$ cat config.mk
export PLATFORM = sky130hd
export DESIGN_NAME = dawn_light_alarm_sequencer_core
export DESIGN_NICKNAME = d
export VERILOG_FILES = /design/src/rtl/dlas_pkg.sv /design/src/rtl/dlas_cfg.sv /design/src/rtl/dlas_ctrl.sv /design/src/rtl/dlas_datapath.sv /design/src/rtl/dawn_light_alarm_sequencer_core.sv
export SDC_FILE = /design/constraint.sdc
export NUM_CORES = 2
export LEC_CHECK = 0
export BUFFER_PORTS_ARGS = -buffer_cell sky130_fd_sc_hd__buf_2
export CELL_PAD_IN_SITES_DETAIL_PLACEMENT = 1
export CELL_PAD_IN_SITES_GLOBAL_PLACEMENT = 1
export CORE_UTILIZATION = 55
export DETAILED_ROUTE_END_ITERATION = 8
export PLACE_DENSITY_LB_ADDON = 0.1
export SYNTH_ARGS = -nofsm -noshare
export SYNTH_HDL_FRONTEND = slang
export SYNTH_SLANG_ARGS = --single-unit
export TNS_END_PERCENT = 100
$ cat constraint.sdc
create_clock -name clk -period 12.5 [get_ports clk]
set_input_delay 1.25 -clock clk [delete_from_list [all_inputs] [get_ports clk]]
set_output_delay 1.25 -clock clk [all_outputs]
set_load 0.05 [all_outputs]
$ cat src/rtl/dlas_pkg.sv
package dlas_pkg;

    // Field widths of the stream words.
    localparam int ProgW   = 11;
    localparam int TimeW   = 32;
    localparam int SlotW   = 4;
    localparam int DurW    = 16;
    localparam int InDataW = 64;
    localparam int OutDataW = 32;
    localparam int CfgIdxW = 3;
    localparam int CfgDataW = 32;

    // Pre-wake ramp: numerator is min(elapsed, ramp_ms) * 25, quotient at most 25 for a nonzero ramp_ms.
    localparam int NumW  = 37;
    localparam int QuotW = 5;

    localparam logic [7:0]  PrewakeTop = 8'd25;
    localparam logic [7:0]  RedFull    = 8'd255;
    localparam logic [7:0]  GreenFull  = 8'd180;
    localparam logic [6:0]  BlueFull   = 7'd120;
    localparam logic [10:0] ProgFull   = 11'd1024;
    localparam logic [10:0] ProgHalf   = 11'd512;
    localparam logic [19:0] GreenKnee  = 20'd122880;
    localparam logic [19:0] BlueKnee   = 20'd184320;
    // 23 * 6554: x * 230 / 50 as x * 23 times a 2^-15 scaled reciprocal of 5.
    localparam logic [17:0] DawnRedMul = 18'd150742;

    typedef enum logic [1:0] {
        OP_UPDATE = 2'd0,
        OP_STOP   = 2'd1,
        OP_LOAD   = 2'd2
    } opcode_t;

    typedef enum logic [CfgIdxW-1:0] {
        REG_RAMP_MS       = 3'd0,
        REG_FLASH_THRESH  = 3'd1,
        REG_FLASH_PERIOD  = 3'd2,
        REG_BUZZER_THRESH = 3'd3,
        REG_NOTE_COUNT    = 3'd4
    } cfg_reg_t;

    typedef enum logic [2:0] {
        ST_IDLE,
        ST_PREP,
        ST_MUL,
        ST_DIV,
        ST_FINISH
    } state_t;

    typedef struct packed {
        logic [31:0] ramp_ms;
        logic [10:0] flash_threshold;
        logic [15:0] flash_period_ms;
        logic [10:0] buzzer_threshold;
        logic [4:0]  note_count;
    } cfg_t;

    typedef struct packed {
        logic capture;
        logic prep;
        logic mul;
        logic div_step;
        logic commit;
    } dp_cmd_t;

    typedef struct packed {
        logic    div_done;
        logic    out_free;
    } dp_status_t;

endpackage

$ cat src/rtl/dlas_cfg.sv
module dlas_cfg (
    input  logic                          clk,
    input  logic                          rst_n,
    input  logic                          cfg_valid,
    output logic                          cfg_ready,
    input  logic [dlas_pkg::CfgIdxW-1:0]  cfg_index,
    input  logic [dlas_pkg::CfgDataW-1:0] cfg_data,
    output dlas_pkg::cfg_t                cfg
);
    import dlas_pkg::*;

    cfg_t cfg_reg;

    assign cfg_ready = 1'b1;
    assign cfg      = cfg_reg;

    always_ff @(posedge clk or negedge rst_n)
    begin
        if (!rst_n)
        begin
            cfg_reg.ramp_ms          <= 32'd600000;
            cfg_reg.flash_threshold  <= 11'd1024;
            cfg_reg.flash_period_ms  <= 16'd500;
            cfg_reg.buzzer_threshold <= 11'd1024;
            cfg_reg.note_count       <= 5'd16;
        end
        else if (cfg_valid && cfg_ready)
        begin
            case (cfg_reg_t'(cfg_index))
                REG_RAMP_MS:       cfg_reg.ramp_ms          <= cfg_data;
                REG_FLASH_THRESH:  cfg_reg.flash_threshold  <= cfg_data[10:0];
                REG_FLASH_PERIOD:  cfg_reg.flash_period_ms  <= cfg_data[15:0];
                REG_BUZZER_THRESH: cfg_reg.buzzer_threshold <= cfg_data[10:0];
                REG_NOTE_COUNT:    cfg_reg.note_count       <= cfg_data[4:0];
                default:           ;
            endcase
        end
    end

endmodule

$ cat src/rtl/dlas_ctrl.sv
module dlas_ctrl (
    input  logic                 clk,
    input  logic                 rst_n,
    input  logic                 in_valid,
    output logic                 in_ready,
    input  dlas_pkg::opcode_t    in_op,
    input  dlas_pkg::dp_status_t status,
    output dlas_pkg::dp_cmd_t    cmd
);
    import dlas_pkg::*;

    state_t state_reg;
    state_t state_next;
    logic   accept;

    assign in_ready = (state_reg == ST_IDLE);
    assign accept   = in_valid && in_ready;

    always_ff @(posedge clk or negedge rst_n)
    begin
        if (!rst_n)
        begin
            state_reg <= ST_IDLE;
        end
        else
        begin
            state_reg <= state_next;
        end
    end

    always_comb
    begin
        state_next = state_reg;
        case (state_reg)
            ST_IDLE:
            begin
                if (accept)
                begin
                    case (in_op)
                        OP_UPDATE: state_next = ST_PREP;
                        OP_STOP:   state_next = ST_FINISH;
                        default:   state_next = ST_IDLE;
                    endcase
                end
            end
            ST_PREP:   state_next = ST_MUL;
            ST_MUL:    state_next = ST_DIV;
            ST_DIV:
            begin
                if (status.div_done)
                begin
                    state_next = ST_FINISH;
                end
            end
            ST_FINISH:
            begin
                if (status.out_free)
                begin
                    state_next = ST_IDLE;
                end
            end
            default:   state_next = ST_IDLE;
        endcase
    end

    always_comb
    begin
        cmd = '0;
        case (state_reg)
            ST_IDLE:   cmd.capture  = accept;
            ST_PREP:   cmd.prep     = 1'b1;
            ST_MUL:    cmd.mul      = 1'b1;
            ST_DIV:    cmd.div_step = 1'b1;
            ST_FINISH: cmd.commit   = status.out_free;
            default:   cmd = '0;
        endcase
    end

    // A result is only written when the output register can take it.
    a_commit_free: assert property (@(posedge clk) disable iff (!rst_n)
        cmd.commit |-> status.out_free)
        else $error("commit while output register is full");

    // A load word never starts the arithmetic sequence.
    a_load_stays_idle: assert property (@(posedge clk) disable iff (!rst_n)
        (accept && in_op == OP_LOAD) |=> (state_reg == ST_IDLE))
        else $error("load word left the idle state");

endmodule

$ cat src/rtl/dlas_datapath.sv
module dlas_datapath #(
    parameter int MAX_NOTES = 16
) (
    input  logic                          clk,
    input  logic                          rst_n,
    input  dlas_pkg::dp_cmd_t             cmd,
    output dlas_pkg::dp_status_t          status,
    input  dlas_pkg::opcode_t             in_op,
    input  logic [dlas_pkg::InDataW-1:0]  in_data,
    input  dlas_pkg::cfg_t                cfg,
    output logic                          out_valid,
    input  logic                          out_ready,
    output logic [dlas_pkg::OutDataW-1:0] out_data
);
    import dlas_pkg::*;

    localparam int NW = $clog2(MAX_NOTES + 1);
    localparam int AW = (MAX_NOTES > 1) ? $clog2(MAX_NOTES) : 1;
    localparam logic [7:0] MaxNotes8 = 8'(MAX_NOTES);

    // Captured item.
    opcode_t           op_reg;
    logic [ProgW-1:0]  prog_reg;
    logic [TimeW-1:0]  now_reg;

    // Block state.
    logic [TimeW-1:0]  ramp_origin_reg;
    logic [TimeW-1:0]  last_toggle_reg;
    logic              flash_on_reg;
    logic [TimeW-1:0]  note_start_reg;
    logic              playing_reg;
    logic [NW-1:0]     next_note_reg;

    logic [DurW-1:0]   note_mem [MAX_NOTES];
    logic [DurW-1:0]   rd_data_reg;
    logic [AW-1:0]     rd_addr;

    // Arithmetic intermediates.
    logic [TimeW-1:0]  clip_reg;
    logic [5:0]        x_reg;
    logic [7:0]        green_reg;
    logic [6:0]        blue_reg;
    logic [7:0]        dawn_red_reg;
    logic [NumW-1:0]   rem_reg;
    logic [QuotW-1:0]  quot_reg;
    logic [2:0]        step_reg;

    logic              out_valid_reg;
    logic [OutDataW-1:0] out_data_reg;

    // Input word fields.
    logic [ProgW-1:0]  in_prog;
    logic [TimeW-1:0]  in_now;
    logic [SlotW-1:0]  in_slot;
    logic [DurW-1:0]   in_dur;

    assign in_prog = in_data[10:0];
    assign in_now  = in_data[42:11];
    assign in_slot = in_data[46:43];
    assign in_dur  = in_data[62:47];

    // Effective note count, clamped to 1..MAX_NOTES.
    logic [7:0]    cnt8;
    logic [NW-1:0] cnt;

    always_comb
    begin
        if (cfg.note_count == 5'd0)
        begin
            cnt8 = 8'd1;
        end
        else if ({3'b000, cfg.note_count} > MaxNotes8)
        begin
            cnt8 = MaxNotes8;
        end
        else
        begin
            cnt8 = {3'b000, cfg.note_count};
        end
    end

    assign cnt = cnt8[NW-1:0];

    // The duration of the last started note is read from the table ahead of time.
    always_comb
    begin
        if (next_note_reg != '0)
        begin
            rd_addr = AW'(next_note_reg - NW'(1));
        end
        else
        begin
            rd_addr = AW'(cnt - NW'(1));
        end
    end

    always_ff @(posedge clk)
    begin
        if (cmd.capture && in_op == OP_LOAD && {4'b0000, in_slot} < MaxNotes8)
        begin
            note_mem[AW'(in_slot)] <= in_dur;
        end
        rd_data_reg <= note_mem[rd_addr];
    end

    // Preparation: clipped elapsed time, flash decision, dawn ramp terms.
    logic [TimeW-1:0] elapsed;
    logic [TimeW-1:0] since_toggle;
    logic             toggle;
    logic [17:0]      p_x100;
    logic [19:0]      p_x300;
    logic [9:0]       green_raw;
    logic [9:0]       blue_raw;
    logic [7:0]       green_prep;
    logic [6:0]       blue_prep;

    assign elapsed      = now_reg - ramp_origin_reg;
    assign since_toggle = now_reg - last_toggle_reg;
    assign toggle       = (prog_reg >= cfg.flash_threshold)
                          && (since_toggle >= {16'd0, cfg.flash_period_ms});
    assign p_x100       = 18'(prog_reg) * 18'd100;
    assign p_x300       = 20'(prog_reg) * 20'd300;
    assign green_raw    = 10'((p_x300 - GreenKnee) >> 10);
    assign blue_raw     = 10'((p_x300 - BlueKnee) >> 10);

    always_comb
    begin
        if (p_x300 <= GreenKnee)
        begin
            green_prep = 8'd0;
        end
        else if (green_raw > 10'(GreenFull))
        begin
            green_prep = GreenFull;
        end
        else
        begin
            green_prep = green_raw[7:0];
        end

        if (p_x300 <= BlueKnee)
        begin
            blue_prep = 7'd0;
        end
        else if (blue_raw > 10'(BlueFull))
        begin
            blue_prep = BlueFull;
        end
        else
        begin
            blue_prep = blue_raw[6:0];
        end
    end

    // Dawn red and the numerator of the pre-wake ramp.
    logic [23:0]     dawn_prod;
    logic [NumW-1:0] num;

    assign dawn_prod = 24'(x_reg) * 24'(DawnRedMul);
    assign num       = NumW'(clip_reg) * NumW'(25);

    // One quotient bit per cycle; the quotient never exceeds 25 when ramp_ms is nonzero.
    logic [NumW-1:0] trial;

    assign trial = NumW'(cfg.ramp_ms) << step_reg;

    // Result assembly.
    logic [7:0]       red_c;
    logic [7:0]       green_c;
    logic [6:0]       blue_c;
    logic             start_c;
    logic [3:0]       index_c;
    logic             stop_c;
    logic [NW-1:0]    wrap_note;
    logic [TimeW-1:0] note_elapsed;
    logic             playing_next;
    logic [NW-1:0]    next_note_next;

    assign note_elapsed = now_reg - note_start_reg;
    assign wrap_note    = (next_note_reg >= cnt) ? '0 : next_note_reg;

    always_comb
    begin
        red_c          = 8'd0;
        green_c        = 8'd0;
        blue_c         = 7'd0;
        start_c        = 1'b0;
        index_c        = 4'd0;
        stop_c         = 1'b0;
        playing_next   = playing_reg;
        next_note_next = next_note_reg;
        case (op_reg)
            OP_STOP:
            begin
                stop_c         = 1'b1;
                playing_next   = 1'b0;
                next_note_next = '0;
            end
            OP_UPDATE:
            begin
                if (prog_reg == '0)
                begin
                    red_c = (cfg.ramp_ms == '0) ? PrewakeTop : 8'(quot_reg);
                end
                else if (prog_reg >= ProgFull)
                begin
                    if (flash_on_reg)
                    begin
                        red_c   = RedFull;
                        green_c = GreenFull;
                        blue_c  = BlueFull;
                    end
                end
                else
                begin
                    red_c   = (prog_reg < ProgHalf) ? dawn_red_reg : RedFull;
                    green_c = green_reg;
                    blue_c  = blue_reg;
                end

                if (prog_reg >= cfg.buzzer_threshold)
                begin
                    if (!playing_reg)
                    begin
                        start_c        = 1'b1;
                        index_c        = 4'(wrap_note);
                        playing_next   = 1'b1;
                        next_note_next = wrap_note + NW'(1);
                    end
                    else if (note_elapsed >= {16'd0, rd_data_reg})
                    begin
                        stop_c       = 1'b1;
                        playing_next = 1'b0;
                    end
                end
                else
                begin
                    stop_c         = 1'b1;
                    playing_next   = 1'b0;
                    next_note_next = '0;
                end
            end
            default: ;
        endcase
    end

    // Control state.
    always_ff @(posedge clk or negedge rst_n)
    begin
        if (!rst_n)
        begin
            ramp_origin_reg <= '0;
            last_toggle_reg <= '0;
            flash_on_reg    <= 1'b0;
            note_start_reg  <= '0;
            playing_reg     <= 1'b0;
            next_note_reg   <= '0;
            step_reg        <= '0;
            out_valid_reg   <= 1'b0;
        end
        else
        begin
            if (out_valid_reg && out_ready && !cmd.commit)
            begin
                out_valid_reg <= 1'b0;
            end
            if (cmd.prep && toggle)
            begin
                last_toggle_reg <= now_reg;
                flash_on_reg    <= !flash_on_reg;
            end
            if (cmd.mul)
            begin
                step_reg <= 3'(QuotW - 1);
            end
            else if (cmd.div_step && step_reg != '0)
            begin
                step_reg <= step_reg - 3'd1;
            end
            if (cmd.commit)
            begin
                out_valid_reg <= 1'b1;
                playing_reg   <= playing_next;
                next_note_reg <= next_note_next;
                if (start_c)
                begin
                    note_start_reg <= now_reg;
                end
                if (op_reg == OP_STOP)
                begin
                    flash_on_reg    <= 1'b0;
                    ramp_origin_reg <= now_reg;
                end
            end
        end
    end

    // Payload registers.
    always_ff @(posedge clk)
    begin
        if (cmd.capture)
        begin
            op_reg   <= in_op;
            prog_reg <= in_prog;
            now_reg  <= in_now;
        end
        if (cmd.prep)
        begin
            clip_reg  <= (elapsed > cfg.ramp_ms) ? cfg.ramp_ms : elapsed;
            x_reg     <= 6'(p_x100 >> 10);
            green_reg <= green_prep;
            blue_reg  <= blue_prep;
        end
        if (cmd.mul)
        begin
            dawn_red_reg <= PrewakeTop + 8'(dawn_prod >> 15);
            rem_reg      <= num;
            quot_reg     <= '0;
        end
        if (cmd.div_step)
        begin
            if (rem_reg >= trial)
            begin
                rem_reg            <= rem_reg - trial;
                quot_reg[step_reg] <= 1'b1;
            end
        end
        if (cmd.commit)
        begin
            out_data_reg <= {3'b000, stop_c, index_c, start_c, blue_c, green_c, red_c};
        end
    end

    assign status.div_done = (step_reg == '0);
    assign status.out_free = !out_valid_reg || out_ready;
    assign out_valid       = out_valid_reg;
    assign out_data        = out_data_reg;

    a_commit_shows: assert property (@(posedge clk) disable iff (!rst_n)
        cmd.commit |=> out_valid_reg)
        else $error("committed result not presented");

    a_step_range: assert property (@(posedge clk) disable iff (!rst_n)
        step_reg <= 3'(QuotW - 1))
        else $error("divider step out of range");

    a_start_xor_stop: assert property (@(posedge clk) disable iff (!rst_n)
        cmd.commit |-> !(start_c && stop_c))
        else $error("note start and stop in one result");

endmodule

$ cat src/rtl/dawn_light_alarm_sequencer_core.sv
// Update word: captured, then taken through prep, multiply and the five-step pre-wake ramp
// divider that follows the x25 product. Stop word: captured only. Both are committed once
// the output register is free; no new word is taken until then. Load word: no result.
// A finished result waits in the output register while the next word is accepted.
// Reset (rst_n, asynchronous, active low) restores the register defaults and
// clears ramp, flash and buzzer state; the note table keeps no reset value.
module dawn_light_alarm_sequencer_core #(
    parameter int MAX_NOTES = 16
) (
    input  logic        clk,
    input  logic        rst_n,
    input  logic        s_axis_tvalid,
    output logic        s_axis_tready,
    // progress_q10[10:0], now_ms[42:11], entry_index[46:43], entry_duration[62:47]
    input  logic [63:0] s_axis_tdata,
    // opcode[1:0]
    input  logic [1:0]  s_axis_tuser,
    output logic        m_axis_tvalid,
    input  logic        m_axis_tready,
    // red_level[7:0], green_level[15:8], blue_level[22:16], tone_start[23],
    // note_index[27:24], tone_stop[28]
    output logic [31:0] m_axis_tdata,
    input  logic        cfg_valid,
    output logic        cfg_ready,
    input  logic [2:0]  cfg_index,
    input  logic [31:0] cfg_data
);
    import dlas_pkg::*;

    cfg_t       cfg;
    dp_cmd_t    cmd;
    dp_status_t status;
    opcode_t    in_op;

    assign in_op = opcode_t'(s_axis_tuser);

    dlas_cfg u_cfg (
        .clk       (clk),
        .rst_n     (rst_n),
        .cfg_valid (cfg_valid),
        .cfg_ready (cfg_ready),
        .cfg_index (cfg_index),
        .cfg_data  (cfg_data),
        .cfg       (cfg)
    );

    dlas_ctrl u_ctrl (
        .clk      (clk),
        .rst_n    (rst_n),
        .in_valid (s_axis_tvalid),
        .in_ready (s_axis_tready),
        .in_op    (in_op),
        .status   (status),
        .cmd      (cmd)
    );

    dlas_datapath #(
        .MAX_NOTES (MAX_NOTES)
    ) u_datapath (
        .clk       (clk),
        .rst_n     (rst_n),
        .cmd       (cmd),
        .status    (status),
        .in_op     (in_op),
        .in_data   (s_axis_tdata),
        .cfg       (cfg),
        .out_valid (m_axis_tvalid),
        .out_ready (m_axis_tready),
        .out_data  (m_axis_tdata)
    );

endmodule
# Yosys cells after proc, flatten, opt, wreduce, memory -nomap -nowiden
# Memories as Yosys holds them, arrays and structs flattened. A register that Yosys moved wholly into a read port is not among the register bits.
# Index checks and enable logic that the tools add are counted.
[word_totals] ff_bits=362 mem_bits_rw=256 inputBits=106 out_inout_bits=35 wordCells=177 mem_count=1
[mem_list] name="u_datapath.note_mem" depth=16 width=16 rd=1 rd_ports_with_merged_regs=1 wr=1 line="dlas_datapath.sv:34" rtl="logic [DurW-1:0] note_mem [MAX_NOTES];"
[classes] addsub=11 mul=4 n_lt_le_gt_ge=16 eq_ne=15 shift=1 n_mux=57 bitwise=3 reduce_logical=39
[ops] op="$mux W37" n=3
[ops] op="$sub A32 B32 Y32" n=3
[ops] op="$ge A32 B16 Y1" n=2
[ops] op="$mux W8" n=7
[ops] op="$mux W5" n=9
[ops] op="$ge A37 B37 Y1" n=1
[ops] op="$mul A32 B5 Y37 const B" n=1
[ops] op="$shl A32 B3 Y37" n=1
[ops] op="$sub A37 B37 Y37" n=1
[ops] op="$gt A32 B32 Y1" n=1
[ops] op="$logic_not A32 Y1" n=1
[ops] op="$mux W32" n=1
[ops] op="$ge A11 B11 Y1" n=2
[ops] op="$mul A6 B17 Y22 const B" n=1
[ops] op="$mux W1" n=22
[ops] op="$mux W7" n=3
[ops] op="$le A20 B17 Y1 const B" n=1
[ops] op="$le A20 B18 Y1 const B" n=1
[ops] op="$sub A20 B17 Y20 const B" n=1
[ops] op="$sub A20 B18 Y20 const B" n=1
[ops] op="$mul A11 B7 Y18 const B" n=1
[ops] op="$reduce_and A2 Y1" n=8
[ops] op="$mux W3" n=5
[ops] op="$pmux W3 S5" n=1
[ops] op="41 further kinds" n=68

# Logic depth before layout (Yosys ltp)
[logic_depth] depth_word=9 mapped_depth=26 depth_no_buf=24

# Cells and area by module
# Synthesis repeated with hierarchy kept, for this count alone.
[unflattened] cells_unflattened=3715 hier_area_um2=42021.6
[by_module_without_submodules] mod="dlas_datapath" n_inst=1 cells_per_inst=3529 area_per_inst_um2=38899.8 seq_area_each_um2=15579.9
[by_module_without_submodules] mod="dlas_cfg" n_inst=1 cells_per_inst=164 area_per_inst_um2=2881.5 seq_area_each_um2=1898.1
[by_module_without_submodules] mod="dlas_ctrl" n_inst=1 cells_per_inst=22 area_per_inst_um2=240.2 seq_area_each_um2=75.1

# Worst setup path before layout
# Ideal clock, no wire load.
[synth_path] path_type="register to register" start="register u_ctrl.state_reg[2]" end="register u_datapath.last_toggle_reg[10]" arrival_ns=6.174 required_ns=12.375 path_slack_ns=6.201 stages_incl_launch_ff=8 period_less_slack_ns=6.299 cell_sequence="dfrtp_1 -> clkbuf_1 -> nor3b_1 -> o21ai_0 -> a211o_1 -> a31oi_2 -> buf_6 -> mux2_4"
[synth_between] elab_chain_len=3
[synth_lines] item="from (decl)" line="dlas_ctrl.sv:12" rtl="state_t state_reg;"
[synth_lines] item="from (signal assigned)" line="dlas_ctrl.sv:27" rtl="state_reg <= state_next;"
[synth_lines] item="$eq A3 B1 Y1" line="dlas_ctrl.sv:69" rtl="case (state_reg)"
[synth_lines] item="$mux W1" line="dlas_ctrl.sv:69"
[synth_lines] item="$logic_and A1 B1 Y1" line="dlas_datapath.sv:267" rtl="if (cmd.prep && toggle)"
[synth_lines] item="to (signal assigned)" line="dlas_datapath.sv:269" rtl="last_toggle_reg <= now_reg;"
[synth_lines] item="to (decl)" line="dlas_datapath.sv:28" rtl="logic [TimeW-1:0] last_toggle_reg;"
# Every way passes these cells.
# A chain may end at the register's enable or synchronous reset.

# Final worst setup path
[layout_path] start="register u_datapath.step_reg[2]" end="register u_datapath.rem_reg[29]"
[layout_between] elab_chain_len=4 word_cells_on_any_way=5
[layout_lines] item="from (decl)" line="dlas_datapath.sv:46" rtl="logic [2:0] step_reg;"
[layout_lines] item="from (signal assigned)" line="dlas_datapath.sv:274" rtl="step_reg <= 3'(QuotW - 1);"
[layout_lines] item="from (signal assigned)" line="dlas_datapath.sv:278" rtl="step_reg <= step_reg - 3'd1;"
[layout_lines] item="$shl A32 B3 Y37 *" line="dlas_datapath.sv:165" rtl="assign trial = NumW'(cfg.ramp_ms) << step_reg;"
[layout_lines] item="$sub A37 B37 Y37 or $ge A37 B37 Y1 (tied branches)" line="dlas_datapath.sv:324, dlas_datapath.sv:322"
[layout_lines] item="$mux W37 *" line="dlas_datapath.sv:322" rtl="if (rem_reg >= trial)"
[layout_lines] item="$mux W37 *" line="dlas_datapath.sv:320" rtl="if (cmd.div_step)"
[layout_lines] item="to (signal assigned)" line="dlas_datapath.sv:317" rtl="rem_reg <= num;"
[layout_lines] item="to (signal assigned)" line="dlas_datapath.sv:324" rtl="rem_reg <= rem_reg - trial;"
[layout_lines] item="to (decl)" line="dlas_datapath.sv:44" rtl="logic [NumW-1:0] rem_reg;"
# Every way passes the cells marked *; elsewhere a longest branch is shown, timed or not.

==> results.toml <==
[floorplanning]
start_util_pct = 56.0
die_w_um = 278
ios = 141
fp-row-count = 100
dieArea_um2 = 77400
die_y_um = 278
core_um2 = 74900

[global_route]
grt_pass1_wl_um = 183000
antenna_found_initial = 7
track_usage_pct = 30.2
grt_max_degree = 70
grt_overflow = 0
grt_pass1_vias = 32722

[timing]
setup_viol = 0
hold_violations = 0
fin_crit_ps = 6910
drv_slew = 0
slew_headroom_pct = 16.2
fmax_ghz = 0.145
worstMarginPinSlew_ps = 1250
fin_skew_ps = 56.3
hold-worst-slack_ps = 474
rsz0062_at_grt = "false"
fin_ws_ps = 5590
setup_tns_ps = 0
period_share_pct = 55.3

[cells_and_area]
nets = 4629
areaGrowthSynthToFinish_pct = 10.2
drive_gt1_share_pct = 13.9
largest_register_ffs = 256

[logic_synthesis]
synth.most_common_cell = "inv_1"
ys_warn_count = 0
synth-edff-count = 391
synth_top_cell_by_area = "edfxtp_1"
synth_top_cells_by_count = "inv_1 (460), ha_1 (459), edfxtp_1 (391), nand2_1 (263), a21oi_1 (225)"
async_flop_share_pct = 29.2
synthesis.instances = 3864
synth_cell_types = 96
synth_top_area_share_pct = 28.0
ys_ff_latch = 634
ys.flop_type = "edfxtp_1"
avgSynthCellArea_um2 = 10.9
ys_seq_area_share_pct = 41.8
synth_area_um2 = 41900
netlist_top_cells_area = "edfxtp_1 (28%), ha_1 (14%), dfrtp_1 (10%)"

[run_status]
status = "finished clean"

[clocking]
cts-root-buf = "clkbuf_16"
clock_latency_ps = 650
cts_buffer_depth = 3
clock_sinks = 634
cts_made_buffers = 72
clk_pin_slew_ps = 60
holdBufCountCts = 0
cts_setup_buffers = 0
cts_tree = "done"
cts_resized = 0
h-tree-depth = 3

[setup_path]
endpoint_kind = "flop"
slowest_delay_ps = 1050
worstPathArrival_ps = 7390
cp_data_required_time_ps = 12990
cp-start-kind = "flop"
crit_chain = "clkinv_1 -> o21a_1 -> ha_1 -> a2111o_1 -> o31ai_1 -> a21oi_1 -> a31oi_1 -> o21ai_0 -> a21oi_1 -> or3_1 -> buf_4 -> mux2_2"
r2r-start = "u_datapath.step_reg[2]"
critPathMaxFanout = 24
cpMostUsedCell = "a21oi_1"
reg2reg_depth = 12
worstSetupPathType = "flop to flop"
critPathSlowestCell = "clkinv_1"
r2r_slack_ps = 5590
r2r_end = "u_datapath.rem_reg[29]"

[placed_design]
globalplace.congestion = 0.893
dp_worst_setup_slack_ps = 5620
io_buffers = 135
hpwl_um = 83100

[hold_path]
min_path_cells = 1
min_from = "u_datapath.quot_reg[1]"
min_path_type = "flop to flop"
min_to = "u_datapath.quot_reg[1]"

[run]
maxCapViolCount = 0

[routing]
vias = 30456
ant_nets = 0
remaining_drc_errors = 0
wl_per_cell_um = 23.0
drtIter0Drc = 1701
drt_first_pass_iters = 5
via_per_inst = 6.05
wl_um = 116000
[worst max-delay path, delay by kind of cell, from the launching register on]
| family | cells | cell delay [ps] |
|---|---|---|
| compound gates | 7 | 2770 |
| fa+ha+maj | 1 | 370 |
| buf+inv | 2 | 1490 |
| flops | 1 | 930 |
| mux | 1 | 370 |
| simple gates | 1 | 780 |
[cell type report]
| type | count | area (um^2) |
|---|---|---|
| diodes | 4 | 10.0 |
| clock buffers | 96 | 2010 |
| clock inverters | 37 | 414 |
| fillers | 7904 | 28700 |
| inverters | 461 | 1730 |
| multi-input cells | 2662 | 22300 |
| flip-flops and latches | 634 | 17600 |
| well taps | 969 | 1210 |
| repair buffers | 172 | 962 |
[how the worst max path moves through the flow]
| stage | end | depth (start not counted) | slack [ps] | from |
|---|---|---|---|---|
| after global placement | u_datapath.rem_reg[29] | 12 | 5750 | u_datapath.step_reg[2] |
| after CTS | u_datapath.rem_reg[14] | 12 | 5570 | u_datapath.step_reg[2] |
| after global routing | u_datapath.rem_reg[14] | 12 | 5080 | u_datapath.step_reg[2] |
| final | u_datapath.rem_reg[29] | 12 | 5590 | u_datapath.step_reg[2] |
| after floorplan | u_datapath.last_toggle_reg[10] | 7 | 6200 | u_ctrl.state_reg[2] |
| after detailed placement | u_datapath.rem_reg[14] | 12 | 5620 | u_datapath.step_reg[2] |
[metal layers]
layer / track usage [%] / part of all wire, %
met1: 37.7 / 42
met2: 53.5 / 50
met3: 3.53 / 4.0
met4: 11.6 / 3.7
met5: 0 / 0.011
[per-stage QoR]
stage	instances	utilization, %	area [um^2]
6_report	5035	61.7	46200
5_1_grt	5034	61.7	46200
4_1_cts	5031	61.7	46200
3_5_place_dp	4898	58.4	43800
3_3_place_gp	4898	58.4	43800
2_1_floorplan	3866	-	42000
[placed cells by master, fill, tap and decap left out, types with 36 or more instances in the layout]
cell,netlist,routed
a21o_1,98,98
a21oi_1,225,224
buf_2,1,134
buf_4,4,37
clkbuf_16,0,73
dfrtp_1,168,167
dfxtp_1,58,58
edfxtp_1,391,391
fa_1,61,61
ha_1,459,458
inv_1,460,460
mux2_2,98,98
mux2i_1,94,94
mux4_2,87,87
nand2_1,263,262
nand3_1,43,43
nor2_1,182,181
nor2b_1,53,53
nor3_1,81,76
o21a_1,36,36
o21ai_0,219,219
xnor2_1,93,92
xor2_1,63,62
[cells by family (layout without fill, tap and decap cells)]
group / Yosys count / in the layout / share of synthesized area [%]
xor gates and xnor gates: 156 / 156 / 3.26
adders and majority gates: 521 / 521 / 16.6
DFF: 634 / 634 / 41.8
buffers and inverters: 570 / 766 / 5.21
other: 2 / 8 / 0.0179
AOI/OAI and AO/OA: 833 / 833 / 12.7
muxes: 311 / 311 / 10.7
and+or+nand+nor: 837 / 837 / 9.68
Power is left out: the tool's default activity adds up to more than one toggle a clock period on the data nets, which glitch-free logic cannot reach.
